**src/design/ple_pkg.sv**
```systemverilog
// Package of the positional list engine: item types, codes and constants.
package ple_pkg;

  localparam int unsigned DefaultCapacity = 64;
  // Cell index width that covers the largest supported capacity.
  localparam int unsigned MaxIdxW = 10;
  localparam int unsigned WordW = 32;
  localparam int unsigned PosW = 7;
  localparam int unsigned OutCntW = 7;

  typedef logic [WordW-1:0] word_t;

  typedef enum logic [2:0] {
    OP_INS_FRONT = 3'd0,
    OP_INS_BACK  = 3'd1,
    OP_INS_AT    = 3'd2,
    OP_REM_FRONT = 3'd3,
    OP_REM_BACK  = 3'd4,
    OP_REM_AT    = 3'd5,
    OP_READ      = 3'd6,
    OP_WRITE     = 3'd7
  } op_e;

  typedef enum logic [1:0] {
    STAT_OK   = 2'd0,
    STAT_BAD  = 2'd1,
    STAT_FULL = 2'd2
  } status_e;

  typedef enum logic [1:0] {
    ACT_HOLD,
    ACT_INSERT,
    ACT_REMOVE,
    ACT_WRITE
  } act_e;

  typedef enum logic [1:0] {
    S_IDLE,
    S_GATHER,
    S_OUT
  } state_e;

  typedef struct packed {
    op_e                     op;
    logic [PosW-1:0]         position;
    logic signed [WordW-1:0] value;
  } in_item_t;

  typedef struct packed {
    status_e                 status;
    logic signed [WordW-1:0] read_value;
    logic [OutCntW-1:0]      item_count;
    logic signed [WordW-1:0] front_value;
    logic signed [WordW-1:0] back_value;
  } out_item_t;

  // Broadcast to every cell: what to do and where.
  typedef struct packed {
    act_e               act;
    logic [MaxIdxW-1:0] at;
  } cell_cmd_t;

  // Read taps: the requested position and the last entry.
  typedef struct packed {
    logic [MaxIdxW-1:0] rd_at;
    logic [MaxIdxW-1:0] bk_at;
  } tap_sel_t;

endpackage

```
**src/design/ple_cell.sv**
```systemverilog
// One list cell: holds an entry, shifts to or from its neighbours, drives read taps.
module ple_cell #(
  parameter int unsigned CellIdx = 0
) (
  input  logic               clk_i,
  input  ple_pkg::cell_cmd_t cmd_i,
  input  ple_pkg::word_t     value_i,
  input  ple_pkg::word_t     left_i,
  input  ple_pkg::word_t     right_i,
  input  ple_pkg::tap_sel_t  sel_i,
  output ple_pkg::word_t     data_o,
  output ple_pkg::word_t     rd_o,
  output ple_pkg::word_t     bk_o
);
  import ple_pkg::*;

  localparam logic [MaxIdxW-1:0] Idx = MaxIdxW'(CellIdx);

  word_t data_q, data_d;

  always_comb begin
    data_d = data_q;
    unique case (cmd_i.act)
      ACT_INSERT: begin
        if (Idx > cmd_i.at) data_d = left_i;
        else if (Idx == cmd_i.at) data_d = value_i;
      end
      ACT_REMOVE: begin
        if (Idx >= cmd_i.at) data_d = right_i;
      end
      ACT_WRITE: begin
        if (Idx == cmd_i.at) data_d = value_i;
      end
      ACT_HOLD: data_d = data_q;
    endcase
  end

  always_ff @(posedge clk_i) begin
    data_q <= data_d;
  end

  assign data_o = data_q;
  assign rd_o   = (Idx == sel_i.rd_at) ? data_q : '0;
  assign bk_o   = (Idx == sel_i.bk_at) ? data_q : '0;

endmodule

```
**config.mk**
```make
export PLATFORM = sky130hd
export DESIGN_NAME = ple_cell
export DESIGN_NICKNAME = d
export VERILOG_FILES = /design/src/design/ple_pkg.sv /design/src/design/ple_cell.sv
export SDC_FILE = /design/constraint.sdc
export NUM_CORES = 1
export LEC_CHECK = 0
export ABC_AREA = 1
export BUFFER_PORTS_ARGS = -buffer_cell sky130_fd_sc_hd__buf_4
export CAP_MARGIN = 20
export CORE_MARGIN = 2
export CORE_UTILIZATION = 40
export CTS_CLUSTER_DIAMETER = 100
export DETAILED_ROUTE_END_ITERATION = 10
export PLACE_DENSITY = 0.91
export SKIP_LAST_GASP = 1
export SLEW_MARGIN = 20
export SYNTH_ARGS = -nofsm -noshare
export SYNTH_HDL_FRONTEND = slang
export SYNTH_SLANG_ARGS = --single-unit
export TNS_END_PERCENT = 10
```
**constraint.sdc**
```tcl
create_clock -name clk_i -period 2.05 [get_ports clk_i]
set_input_delay 0.205 -clock clk_i [delete_from_list [all_inputs] [get_ports clk_i]]
set_output_delay 0.205 -clock clk_i [all_outputs]
set_load 0.01 [all_outputs]
```
**Word-level counts from Yosys, hierarchy flattened**

Index checks and enable logic that the tools add are counted.

- Register bits after elaboration: 32
- Bits in latches: 0
- Memory bits (writable): 0
- ROM bits: 0
- Input port bits: 129
- Output and inout port bits: 96
- Logic and storage cells: 19
- Memories: 0

- Add/subtract/negate cells: 0
- Multipliers: 0
- Divide/modulo/power cells: 0
- Magnitude comparators: 2
- Equality and inequality tests: 4
- Shifts and indexed selects: 0
- Mux-type cells: 6
- Bitwise operators: 1
- Reduce and logical (&&, ||, !) cells: 5

Operator list:

| kind | count |
|---|---|
| $mux W32 | 5 |
| $pmux W32 S3 | 1 |
| $logic_not A10 Y1 | 3 |
| $ge A1 B10 Y1 const A | 1 |
| $gt A1 B10 Y1 const A | 1 |
| $eq A2 B2 Y1 const B | 2 |
| $eq A2 B1 Y1 const B | 1 |
| $logic_not A2 Y1 | 1 |
| $ne A2 B2 Y1 const B | 1 |
| $reduce_and A2 Y1 | 1 |
| $not A1 Y1 | 1 |

**Depth between registers and ports, before layout**

- Depth after elaboration: 4
- Mapped depth: 7
- Mapped depth without buffers: 6

**Worst setup path after synthesis**

No wires, ideal clock.

- Path type: input port to flip-flop
- Start: input cmd_i[9] (netlist name)
- End: register data_q[0], in the netlist data_o[0], enable pin
- Library setup time: 377 ps
- Arrival: 1,248 ps
- Data required time: 1,673 ps
- Path slack: 426 ps
- Stages on the path: 5
- Buffers on the path: 1
- Cells stage by stage: nor2_2 nand2_2 nor2_8 buf_8 a31o_2

- Longest elaborated chain between the ends: 3

RTL lines:

| item | RTL line | RTL |
|---|---|---|
| start, declared | ple_cell.sv:6 | `input ple_pkg::cell_cmd_t cmd_i,` |
| $ge A1 B10 Y1 | ple_cell.sv:29 | `if (Idx >= cmd_i.at) data_d = right_i;` |
| $ne A2 B2 Y1 (no source line) | n/a |  |
| $reduce_and A2 Y1 (no source line) | n/a |  |
| end signal, assigned | ple_cell.sv:39 | `data_q <= data_d;` |
| end, declared | ple_cell.sv:19 | `word_t data_q, data_d;` |

No other way between the ends.
A chain may end at the register's enable or synchronous reset.

**Final worst setup path**

- Start: input sel_i[3] (netlist name)
- End: output bk_o[17]

- Longest elaborated chain between the ends: 2

RTL lines:

| item | RTL line | RTL |
|---|---|---|
| start, declared | ple_cell.sv:10 | `input ple_pkg::tap_sel_t sel_i,` |
| $logic_not A10 Y1 | ple_cell.sv:44 | `assign bk_o = (Idx == sel_i.bk_at) ? data_q : '0;` |
| $mux W32 | ple_cell.sv:44 |  |
| end, declared | ple_cell.sv:13 | `output ple_pkg::word_t bk_o` |

No other way between the ends.

==> impl_results.md <==
- Status: finished clean
- Count of fill cells added during filler insertion: 579
- Die outline width: 86.66 um
- Final critical-path share of the clock period: 0.7379
- Final wirelength: 9062 um
- Number of resized instances in the post-cts repair step: 0
- Number of port buffers: 192
- Flop2flop setup slack: 0.99 ns
- Endpoint arrival time on the critical path: 1.31 ns
- Terminus of the critical flop-to-flop path: data_o[15]
- Latest clock arrival within the worst-skew pair: 0.28 ns
- Clock root buffer master: clkbuf_8
- Setup bufs post-CTS: 0
- Worst Hold End: data_o[25]
- Met2 Use GR: 0.4294
- Number of max-slew violations in the final report: 0
- Setup repair after global routing missed its margin: false
- Flip-flop count of the largest register after layout: 32
- Count of endpoints failing setup in the final report: 0
- Launch instance of the worst register-to-register path: data_o[15]
- Instance count along the most critical hold path: 3
- Length in cells of the worst reg-to-reg path: 3
- Y dimension of the die: 86.66 um
- Area used by multi-input combinational logic: 0.001290 mm^2
- Initial DRC count: 129
- Site row count: 30
- Count of clock tree sinks: 32
- Antenna Nets Post-Route: 0
- Final Net Count: 684
- Detailed-placement wirelength estimate: 6564 um
- Clock tree from TritonCTS: done
- Post-place instance area: 0.004128 mm^2
- Routability congestion estimate: 0.7830
- P&R area growth vs syn: 53.98%
- Final standard cell count with taps included and fillers excluded: 636
- Sequential cell area: 960.9 um^2
- Transition time of the tightest slew-check pin: 1.048 ns
- Wire length of the first global-routing pass: 13,680 um
- Number of ports placed on the die boundary: 225
- Synthesized cell area: 0.002733 mm^2
- Hold Fails Final Rpt: 0
- Deepest clock path buffer count: 2
- Power density relative to cell area: 421.3 mW/mm^2
- Overall Global Routing Usage: 0.2302
- Mean number of vias per cell: 4.910
- Share of cells above drive strength 1: 0.4442
- Area of the die: 0.007509 mm^2
- Share of synthesized area occupied by flip-flops and latches: 0.3516
- CP Launch Type: input port
- Synthesis warning total: 0
- Class of the worst hold path: input port to flip-flop
- Antenna violations before repair: 0
- Worst Setup End Kind: output port
- Grt peak-use layer: met2
- Min-Delay Startpoint: right_i[25]
- CTS Hold Bufs: 0
- WP data required: 1.85 ns
- Post-Route Skew: 0 ns
- Count of unresolved DRC violations after routing: 0
- Syn_area_per_cell: 7.366 um^2
- DR pass1 iterations: 4
- CTS H-tree depth: 2
- Max Cap Viol: 0
- Core Region: 0.006719 mm^2
- Number of clock buffers inserted by TritonCTS: 5
- GR met1 Demand/Resource: 0.2439
- Placed Cells incl. Taps: 628
- Routed len/inst: 14.25 um
- Total power of the final layout: 1.773 mW
- Met3 usage: 0.06571
- Via count of the first global-routing pass: 3,028
- Total congestion overflow: 0
- Number of antenna repair diodes: 0
- Instance count of the mapped netlist: 371
- Routed vias: 3,123
- Clock transition at the registers of the reported paths: 0.07 ns
- Time the worst path needs with I/O delays and setup: 1.513 ns
- Final Instance Area: 0.004208 mm^2
- Final setup TNS: 0 ns
- Upper clock frequency limit: 0.6611 GHz
- Setup CP Type: input port to output port
- CP max FO: 32
- Effective utilization at floorplan: 0.4067
- Worst supply voltage drop on vdd: 229.2 uV
- Library cells used by synthesis: 20
- Synthesized net count: 500
- Max_slew headroom: 0.3009
- Leakage power summed over all cells: 2.317 nW
- Largest net degree at the start of global routing: 33
- Flops & latches, synth: 32
## layout make-up
type,instances,share of cell area
Clock inverter,1,0.0008921
Multi-Input combinational cell,247,0.3066
Timing Repair Buffer,201,0.3616
Clock buffer,7,0.01814
Tap cell,80,0.02379
Sequential cell,32,0.2284
Inverter,68,0.06066
## through the flow
stage                     utilization  worst slack [ns]  hold slack [ns]
after floorplan                     -            0.4258           0.3909
after global placement         0.6143            0.4510           0.4765
after detailed placement       0.6143            0.3780           0.4785
after CTS                      0.6263            0.5722           0.1805
after global routing           0.6263            0.4900           0.1865
final                          0.6263            0.5373           0.1892
## power breakdown
group	internal (mW)	total [mW]	switching (mW)	leakage [nW]
registers	0.788	0.827	0.0395	0.317
clock network	0.236	0.471	0.235	0.0399
logic	0.264	0.474	0.211	1.96
## worst max-delay path, stage by stage
cell,delay (ns)
buf_4,0.11
nor2_1,0.10
nand2_1,0.06
nor3_1,0.14
nand2_1,0.07
buf_4,0.25
nor2_1,0.19
buf_4,0.16
## placed cells by master, fill, tap and decap left out, drive strengths merged
master | Yosys | layout
buf | 21 | 201
nor2 | 75 | 75
nand2 | 70 | 70
inv | 68 | 68
nand3 | 65 | 65
edfxtp | 32 | 32
o21bai | 32 | 32
clkbuf | 3 | 7
nor4 | 2 | 2
nor3 | 2 | 2
a31o | 1 | 1
clkinv | 0 | 1
## synth_stat cells
master     n  area, um^2
a31o_2     1       8.760
buf_2      3       15.01
buf_4      3       22.52
buf_6     12       135.1
buf_8      3       45.04
clkbuf_1   3       11.26
edfxtp_1  32       960.9
inv_1     66       247.7
inv_2      2       7.510
nand2_1   69       259.0
nand2_2    1       6.260
nand3_1   64       320.3
nand3_2    1       10.01
nor2_1    70       262.8
nor2_2     4       25.02
nor2_8     1       20.02
nor3_1     2       10.01
nor4_1     2       12.51
o21bai_1   2       15.01
o21bai_2  30       337.8
## kinds of logic after synthesis
logic type	after synthesis	synth area share
flops	32	0.3516
compound gates	33	0.1323
simple gates	214	0.3388
buf+inv	92	0.1772
## how the worst max path moves through the flow
stage / startpoint / to / slack [ns] / depth (start not counted)
floorplan: cmd_i[9] / data_o[0] / 0.43 / 5
global placement: cmd_i[9] / data_o[29] / 0.45 / 8
detailed placement: cmd_i[3] / data_o[21] / 0.38 / 8
CTS: sel_i[3] / bk_o[17] / 0.57 / 8
global route: sel_i[3] / bk_o[17] / 0.49 / 8
finish: sel_i[3] / bk_o[17] / 0.54 / 8
## metal layers
layer  share of wire  up-vias
li1                -     1530
met1            0.38     1422
met2            0.52      155
met3           0.077       16
met4           0.023        0
met5               0        -
Power figures use the tool's default switching activity.
